==> src/rtl/assert_macros.svh <==
// Assertion macros used by the refresher top level.
`ifndef ASSERT_MACROS_SVH
`define ASSERT_MACROS_SVH

// Checks a property on every rising edge of aclk, outside reset.
`define ASSERT_CLK(name, prop, msg) \
    name: assert property (@(posedge aclk) disable iff (!aresetn) prop) else $error(msg);

// Checks that a condition never holds on a rising edge of aclk, outside reset.
`define ASSERT_NEVER(name, cond, msg) \
    `ASSERT_CLK(name, !(cond), msg)

`endif

==> src/rtl/frc_pkg.sv <==
// Package with the types and constants of the LED chain frame refresher.
`default_nettype none

package frc_pkg;

    // Frame geometry.
    localparam int FRAME_W     = 192;
    localparam int FRAME_H     = 9;
    localparam int DIGIT_LINES = 8;

    // Default chain shape.
    localparam int DEFAULT_CHAIN_CHIPS  = 32;
    localparam int DEFAULT_CHIP_COLUMNS = 6;

    // Field widths.
    localparam int OP_W   = 2;
    localparam int X_W    = 8;
    localparam int Y_W    = 4;
    localparam int D_W    = 3;
    localparam int WORD_W = 16;
    localparam int ROW_AW = $clog2(FRAME_H);

    typedef logic [FRAME_W-1:0] row_t;
    typedef logic [WORD_W-1:0]  word_t;
    typedef logic [ROW_AW-1:0]  row_addr_t;

    // Operation codes of an input item.
    typedef enum logic [OP_W-1:0] {
        OP_WRITE   = 2'd0,
        OP_REFRESH = 2'd1,
        OP_BCAST   = 2'd2
    } op_t;

    // Sequencer states.
    typedef enum logic [2:0] {
        ST_IDLE,
        ST_PIX_RD,
        ST_PIX_WR,
        ST_REF_RD8,
        ST_REF_RDR,
        ST_REF_LOAD,
        ST_SEND
    } state_t;

    // Controls from the sequencer to the row shift unit.
    typedef struct packed {
        logic load_top;
        logic load_row;
        logic shift;
        logic bcast;
    } shift_ctrl_t;

endpackage

`default_nettype wire

==> src/rtl/frc_ram.sv <==
// Generic single-write, single-read RAM with registered read data.
`default_nettype none

module frc_ram #(
    parameter int WIDTH = 8,
    parameter int DEPTH = 16,
    parameter int ADDR_W = (DEPTH > 1) ? $clog2(DEPTH) : 1
) (
    input  wire logic              aclk,
    input  wire logic              we,
    input  wire logic [ADDR_W-1:0] waddr,
    input  wire logic [WIDTH-1:0]  wdata,
    input  wire logic [ADDR_W-1:0] raddr,
    output logic      [WIDTH-1:0]  rdata
);

    logic [WIDTH-1:0] mem [DEPTH];
    logic [WIDTH-1:0] rdata_reg;

    // Write port and registered read port.
    always_ff @(posedge aclk) begin
        if (we) begin
            mem[waddr] <= wdata;
        end
        rdata_reg <= mem[raddr];
    end

    assign rdata = rdata_reg;

endmodule

`default_nettype wire

==> src/rtl/frc_shift.sv <==
// Row shift unit: holds the two frame rows of a refresh and forms one chain word a cycle while told to shift.
`default_nettype none

module frc_shift #(
    parameter int CHIP_COLUMNS = frc_pkg::DEFAULT_CHIP_COLUMNS
) (
    input  wire logic                      aclk,
    input  wire frc_pkg::shift_ctrl_t      ctrl,
    input  wire frc_pkg::row_t             row_data,
    input  wire logic [frc_pkg::D_W-1:0]   digit,
    input  wire frc_pkg::word_t            command,
    output frc_pkg::word_t                 word
);

    import frc_pkg::*;

    row_t             top_reg;
    row_t             row_reg;
    logic [X_W-1:0]   tap_idx;
    logic             top_bit;
    logic [7:0]       data_bits;
    logic [3:0]       addr_nib;

    // Row registers: loaded from the frame store, then shifted one chip a step.
    always_ff @(posedge aclk) begin
        if (ctrl.load_top) begin
            top_reg <= row_data;
        end else if (ctrl.shift) begin
            top_reg <= top_reg << CHIP_COLUMNS;
        end
        if (ctrl.load_row) begin
            row_reg <= row_data;
        end else if (ctrl.shift) begin
            row_reg <= row_reg << CHIP_COLUMNS;
        end
    end

    // The extra row-8 pixel sits d-2 columns below the current chip's top column.
    always_comb begin
        if (digit >= D_W'(2)) begin
            tap_idx = X_W'(FRAME_W + 1) - X_W'(digit);
        end else begin
            tap_idx = X_W'(FRAME_W - 1);
        end
        top_bit = (digit >= D_W'(2)) ? top_reg[tap_idx] : 1'b0;
    end

    // Word assembly: digit address in the high byte, pixel bits below; a broadcast passes the command word.
    always_comb begin
        data_bits = '0;
        data_bits[CHIP_COLUMNS-1:0] = row_reg[FRAME_W-1 -: CHIP_COLUMNS];
        data_bits[CHIP_COLUMNS] = top_bit;
        addr_nib = 4'(digit) + 4'd1;
        if (ctrl.bcast) begin
            word = command;
        end else begin
            word = {4'b0000, addr_nib, data_bits};
        end
    end

endmodule

`default_nettype wire

==> src/rtl/led_chain_frame_refresher.sv <==
// Top level of the LED chain frame refresher: sequencer, frame store and output register.
//
//  Channel | Direction | Handshake          | Payload
//  s_      | in        | s_valid / s_ready  | operation, pixel_x/y/on, digit_index, command_word
//  m_      | out       | m_valid / m_ready  | output_word, latch_after
//
// A pixel write passes through accept, row read and row write back, in that order.
// A refresh fetches rows 8 and 7-d in turn through the single read port of the frame store,
// loads them into the row shift unit, then sends CHAIN_CHIPS words, one per chip.
// A broadcast sends CHAIN_CHIPS copies of the command word; a stalled output stops the sequence.
// Reset clears nine row valid bits at once; no clearing pass is needed.
// The input is taken only in the idle state; the last word may still wait at the output.
`default_nettype none

module led_chain_frame_refresher #(
    parameter int CHAIN_CHIPS  = frc_pkg::DEFAULT_CHAIN_CHIPS,
    parameter int CHIP_COLUMNS = frc_pkg::DEFAULT_CHIP_COLUMNS
) (
    input  wire logic                        aclk,
    input  wire logic                        aresetn,
    input  wire logic                        s_valid,
    output logic                             s_ready,
    input  wire logic [frc_pkg::OP_W-1:0]    s_operation,
    input  wire logic [frc_pkg::X_W-1:0]     s_pixel_x,
    input  wire logic [frc_pkg::Y_W-1:0]     s_pixel_y,
    input  wire logic                        s_pixel_on,
    input  wire logic [frc_pkg::D_W-1:0]     s_digit_index,
    input  wire logic [frc_pkg::WORD_W-1:0]  s_command_word,
    output logic                             m_valid,
    input  wire logic                        m_ready,
    output logic [frc_pkg::WORD_W-1:0]       m_output_word,
    output logic                             m_latch_after
);

    import frc_pkg::*;

    `include "assert_macros.svh"

    localparam int CHIP_W = (CHAIN_CHIPS > 1) ? $clog2(CHAIN_CHIPS) : 1;

    state_t              state_reg, state_next;
    logic [CHIP_W-1:0]   chip_reg, chip_next;
    logic [FRAME_H-1:0]  valid_reg, valid_next;
    row_addr_t           rd_row_reg;
    logic                m_valid_reg, m_valid_next;
    word_t               out_word_reg;
    logic                out_last_reg;
    logic                bcast_reg;

    logic [X_W-1:0]      x_reg;
    logic [Y_W-1:0]      y_reg;
    logic                on_reg;
    logic [D_W-1:0]      d_reg;
    word_t               cmd_reg;

    logic                accept;
    logic                out_load;
    logic                chip_last;
    shift_ctrl_t         ctrl;
    row_addr_t           raddr;
    row_addr_t           ref_row;
    logic                ram_we;
    row_t                ram_rdata;
    row_t                row_masked;
    row_t                row_wdata;
    word_t               unit_word;

    assign accept    = s_valid && s_ready;
    assign chip_last = (chip_reg == CHIP_W'(CHAIN_CHIPS - 1));
    assign ref_row   = row_addr_t'(DIGIT_LINES - 1) - row_addr_t'(d_reg);

    // Rows never written read as cleared.
    assign row_masked = valid_reg[rd_row_reg] ? ram_rdata : '0;

    // Read-modify-write data for a pixel write.
    always_comb begin
        row_wdata = row_masked;
        row_wdata[x_reg] = on_reg;
    end

    // Frame store: one frame row per entry.
    frc_ram #(
        .WIDTH (FRAME_W),
        .DEPTH (FRAME_H)
    ) u_frame (
        .aclk  (aclk),
        .we    (ram_we),
        .waddr (y_reg),
        .wdata (row_wdata),
        .raddr (raddr),
        .rdata (ram_rdata)
    );

    // Row shift unit forming the chain words.
    frc_shift #(
        .CHIP_COLUMNS (CHIP_COLUMNS)
    ) u_shift (
        .aclk     (aclk),
        .ctrl     (ctrl),
        .row_data (row_masked),
        .digit    (d_reg),
        .command  (cmd_reg),
        .word     (unit_word)
    );

    // Sequencer state and control registers.
    always_ff @(posedge aclk) begin
        if (!aresetn) begin
            state_reg   <= ST_IDLE;
            chip_reg    <= '0;
            valid_reg   <= '0;
            m_valid_reg <= 1'b0;
        end else begin
            state_reg   <= state_next;
            chip_reg    <= chip_next;
            valid_reg   <= valid_next;
            m_valid_reg <= m_valid_next;
        end
    end

    // Captured item fields, read address and output payload.
    always_ff @(posedge aclk) begin
        rd_row_reg <= raddr;
        if (accept) begin
            x_reg   <= s_pixel_x;
            y_reg   <= s_pixel_y;
            on_reg  <= s_pixel_on;
            d_reg   <= s_digit_index;
            cmd_reg <= s_command_word;
        end
        if (out_load) begin
            out_word_reg <= unit_word;
            out_last_reg <= chip_last;
        end
    end

    // Next state and controls.
    always_comb begin
        state_next    = state_reg;
        chip_next     = chip_reg;
        valid_next    = valid_reg;
        s_ready       = 1'b0;
        raddr         = '0;
        ram_we        = 1'b0;
        out_load      = 1'b0;
        ctrl          = '0;
        ctrl.bcast    = 1'b0;

        unique case (state_reg)
            ST_IDLE: begin
                s_ready   = 1'b1;
                chip_next = '0;
                if (s_valid) begin
                    unique case (op_t'(s_operation))
                        OP_WRITE: begin
                            if (s_pixel_x < X_W'(FRAME_W) && s_pixel_y < Y_W'(FRAME_H)) begin
                                state_next = ST_PIX_RD;
                            end
                        end
                        OP_REFRESH: state_next = ST_REF_RD8;
                        OP_BCAST:   state_next = ST_SEND;
                        default:    state_next = ST_IDLE;
                    endcase
                end
            end
            ST_PIX_RD: begin
                raddr      = y_reg;
                state_next = ST_PIX_WR;
            end
            ST_PIX_WR: begin
                ram_we            = 1'b1;
                valid_next[y_reg] = 1'b1;
                state_next        = ST_IDLE;
            end
            ST_REF_RD8: begin
                raddr      = row_addr_t'(DIGIT_LINES);
                state_next = ST_REF_RDR;
            end
            ST_REF_RDR: begin
                raddr         = ref_row;
                ctrl.load_top = 1'b1;
                state_next    = ST_REF_LOAD;
            end
            ST_REF_LOAD: begin
                ctrl.load_row = 1'b1;
                state_next    = ST_SEND;
            end
            ST_SEND: begin
                // A broadcast is told by the flag captured when its item was accepted.
                ctrl.bcast = bcast_reg;
                if (!m_valid_reg || m_ready) begin
                    out_load   = 1'b1;
                    ctrl.shift = 1'b1;
                    chip_next  = chip_reg + CHIP_W'(1);
                    if (chip_last) begin
                        state_next = ST_IDLE;
                    end
                end
            end
            default: state_next = ST_IDLE;
        endcase

        // Output register: filled by the sequencer, emptied by the consumer.
        if (out_load) begin
            m_valid_next = 1'b1;
        end else if (m_ready) begin
            m_valid_next = 1'b0;
        end else begin
            m_valid_next = m_valid_reg;
        end
    end

    // Remembers whether the current run is a broadcast.
    always_ff @(posedge aclk) begin
        if (!aresetn) begin
            bcast_reg <= 1'b0;
        end else if (accept) begin
            bcast_reg <= (op_t'(s_operation) == OP_BCAST);
        end
    end

    assign m_valid       = m_valid_reg;
    assign m_output_word = out_word_reg;
    assign m_latch_after = out_last_reg;

    // A row is written back only right after it was read.
    `ASSERT_CLK(a_rmw_order, (state_reg == ST_PIX_WR) |-> ($past(state_reg) == ST_PIX_RD),
        "pixel write back without a preceding row read")
    // Every run starts at chip 0.
    `ASSERT_CLK(a_run_start, (state_reg == ST_SEND && $past(state_reg) != ST_SEND)
        |-> (chip_reg == '0), "word run does not start at chip 0")
    // A waiting result is never overwritten.
    `ASSERT_NEVER(a_no_overwrite, out_load && m_valid_reg && !m_ready,
        "output register overwritten while its item waits")
    // The row shift unit gets at most one of its load and shift commands at a time.
    `ASSERT_CLK(a_ctrl_excl, 1'b1 |-> $onehot0({ctrl.load_top, ctrl.load_row, ctrl.shift}),
        "conflicting row shift unit controls")

endmodule

`default_nettype wire
==> config.mk <==
export PLATFORM = sky130hd
export DESIGN_NAME = led_chain_frame_refresher
export DESIGN_NICKNAME = d
export VERILOG_FILES = /design/src/rtl/frc_pkg.sv /design/src/rtl/frc_ram.sv /design/src/rtl/frc_shift.sv /design/src/rtl/led_chain_frame_refresher.sv
export VERILOG_INCLUDE_DIRS = /design/src /design/src/rtl
export SDC_FILE = /design/constraint.sdc
export NUM_CORES = 2
export LEC_CHECK = 0
export BUFFER_PORTS_ARGS = -buffer_cell sky130_fd_sc_hd__clkbuf_2
export CAP_MARGIN = 40
export CORE_MARGIN = 5
export CORE_UTILIZATION = 45
export DETAILED_ROUTE_END_ITERATION = 12
export GPL_ROUTABILITY_DRIVEN = 0
export PLACE_DENSITY = 0.62
export SLEW_MARGIN = 15
export SYNTH_ARGS = -nofsm -noshare
export SYNTH_HDL_FRONTEND = slang
export SYNTH_SLANG_ARGS = --single-unit
==> constraint.sdc <==
create_clock -name aclk -period 16.56 [get_ports aclk]
set_clock_uncertainty 0.2 [all_clocks]
set_input_delay 0.828 -clock aclk [delete_from_list [all_inputs] [get_ports aclk]]
set_output_delay 0.828 -clock aclk [all_outputs]
set_load 0.01 [all_outputs]
==> run metrics <==
core area a little over 200000 sq um; DRT iter0 DRCs 5983; vias per std cell around 6; crit path kind register to register; critical path depth in cells 13; cell with the most instances after synthesis edfxtp_1; delay of the slowest critical-path stage around 0.79 ns; dpl ws 10.39 ns; Hold WC Path Type input port to register; vias in the first global route approximately 53000; post_cts resized 0; Async SR Flop Fraction 0%; Syn Inst Count between 6000 and 7000; most frequent CP cell buf_4; max reg flops 1728; R2R Path End u_frame.rdata[43]; Yosys reg bits ~2400; total routed wirelength 230000 um; # rows 165; worst path bufs/invs 8; H-tree levels 4; overall power around 14 mW; Util after Layout between 50 and 60%; worst slew pin tran ~1.1 ns; clock-pin slew on the worst setup and hold paths 0.06 ns; P&R area growth vs syn 13.4%; Die Y roughly 460 um; clk_lat worst skew between 0.8 and 0.9 ns; commonest cells in the netlist edfxtp_1 (2161), nand2_1 (1164), o21ai_0 (544); Post-synth EDFFs 2161; I/O Pins 57; Post-synth top flop edfxtp_1; Max-slew headroom roughly a quarter; P per Cell Area about 130 nW/um^2; Reg2Reg Launch Point state_reg[1]; RSZ-0062 raised after global routing no; arrival time at the worst endpoint 6.64 ns; Syn Std Cell Area 91000 sq um; first-pass GRT wire length roughly 340000 um; Crit-path slowest cell dfxtp_1; fin. max-slew vios 0; most area-hungry cell type in the Yosys netlist edfxtp_1; final setup margin around 10 ns; CTS tree yes; top cells by area, synth edfxtp_1 (71%), nand2_1 (4.8%), dfxtp_1 (4.7%); clock sink count 2376; Cell Area, Placed 94700 sq um; Final Non-Filler Cells between 9000 and 10000; fin crit period between 6 and 7 ns; aggregate global-route resource usage between 20% and 30%; fmax 164 MHz; grt ovf 0; cell area after layout about 100000 sq um; peak fanout along the critical path 153; Distinct cells, synth between 40 and 50; initial antenna violation count 5; critical path endpoint u_frame.rdata[43]; Layout Nets 6360; Final setup viols 0; Placed Cells incl. Taps a little under 9000; WL per Instance approximately 25 um; TNS Setup 0 ns; top cell type's share of synthesized area between 70% and 80%; CTS buffer count roughly 230; drt pass-1 iters 5; Setup crit start kind register; Worst R2R Setup Slack between 10 and 15 ns; setup bufs post-CTS 0; critical path's top delay family buffers and inverters; DRC Markers 0; crit path cell chain or4b_1 > and2_4 > buf_4 > buf_16 > buf_12 > buf_4 > buf_16 > buf_4 > buf_4 > buf_12 > mux2i_1 > a221oi_1 > a211o_1; layout cells sized above 1 around 9.9%; largest net degree at the start of global routing about 200; Hold WS about 0.049 ns; final hold violation count 0; worst-case clock buffer depth 3; Synth Net Count roughly 6300; initial core utilization approximately 45%; outcome complete, no violations; largest register by flop count u_frame.mem; Reg2Reg Depth 13; Final Cycle Share 36.9%; Pleak around 36 nW; Routed Antenna Nets 0; CP Capture Type register; Req. time, crit path around 17 ns; Die Wd between 400 and 500 um; post-synthesis sequential area ratio 76.0%; Syn. warnings 0; CP startpoint state_reg[1]; PortBufs between 50 and 60; via count 53800; Worst Hold Launch s_pixel_x[3]; CTS root buffer clkbuf_16; DP HPWL around 120000 um; Max Cap Viol 0; die area 211000 sq um; Peak VDD IR ~110 uV; mean area per synthesized cell roughly 15 sq um
[cells in the final DEF (no fill, tap or decap), types with 6 or more instances in the layout]
master	count
nor2_4	7
buf_16	31
o21ai_0	543
mux2i_1	406
nand3_1	6
nor2b_1	13
and3_1	14
dfxtp_1	215
bufinv_16	18
a221oi_1	384
nor2_1	201
clkbuf_1	66
clkbuf_8	40
edfxtp_1	2161
o21a_1	9
nand2_1	1158
a21oi_1	390
o31ai_1	7
a211o_1	192
clkbuf_2	60
dlygate4sd3_1	30
buf_4	91
buf_2	47
nand3_2	7
clkinv_2	41
o211ai_1	6
clkinv_1	21
ha_1	7
clkbuf_16	230
buf_12	34
[cell type report]
type | instances | area, sq um
diodes | 1 | 2.50
clock buffers | 336 | 6550
clock inverters | 96 | 1020
fillers | 16400 | 98500
inverters | 7 | 38.8
multi-input cells | 3409 | 20000
flip-flops and latches | 2376 | 69200
well taps | 2672 | 3340
repair buffers | 294 | 3070
[kinds of logic (layout without fill, tap and decap cells)]
group | count (synthesis) | in the layout | share of synthesized area, %
adders and majority gates | 7 | 7 | 0.0962
AOI/OAI and AO/OA | 1544 | 1544 | 11.0
other | 0 | 1 | 0
muxes | 408 | 408 | 4.52
xor gates and xnor gates | 3 | 3 | 0.0289
DFF | 2376 | 2376 | 76.0
buffers and inverters | 447 | 733 | 2.19
and+or+nand+nor | 1447 | 1447 | 6.17
[worst min path at each step]
stage	endpoint	slack (ns)	cells past startpoint
after CTS	x_reg[2]	0.001	1
after global placement	u_frame.rdata[138]	0.23	1
after floorplan	u_frame.rdata[0]	0.23	1
after detailed placement	u_frame.rdata[111]	0.24	1
after global routing	x_reg[3]	0.003	1
final	x_reg[3]	0.05	1
[routing by layer]
layer  vias to the layer above  global-route usage, %  wire (um)
met5                         -                      0          0
met4                         0                   5.37       4630
met3                       325                   3.19      16000
met2                      1998                   34.8     110000
met1                     27500                   30.5      99900
li1                      24000                      -          -
[what timing repair did]
item / in CTS / in global routing
hold buffers: 29 / 1
endpoints found under the setup margin: 0 / 0
hold endpoints to repair: 29 / 1
[power breakdown]
| part | total (mW) | switching [mW] | internal [mW] |
|---|---|---|---|
| Sequential | 6.90 | 0.0898 | 6.81 |
| Clock | 5.23 | 2.21 | 3.02 |
| Combinational | 1.42 | 0.915 | 0.505 |
| Total | 13.5 | 3.22 | 10.3 |
[worst register-to-register path: cells and delay by family, from the launching register on]
kind | cells | cell delay (ns)
flip-flops | 1 | 0.79
AND/OR/NAND/NOR | 2 | 0.62
buffers and inverters | 8 | 3.69
multiplexers | 1 | 0.29
AO/OA/AOI/OAI | 2 | 0.41
Power figures use the tool's default switching activity.
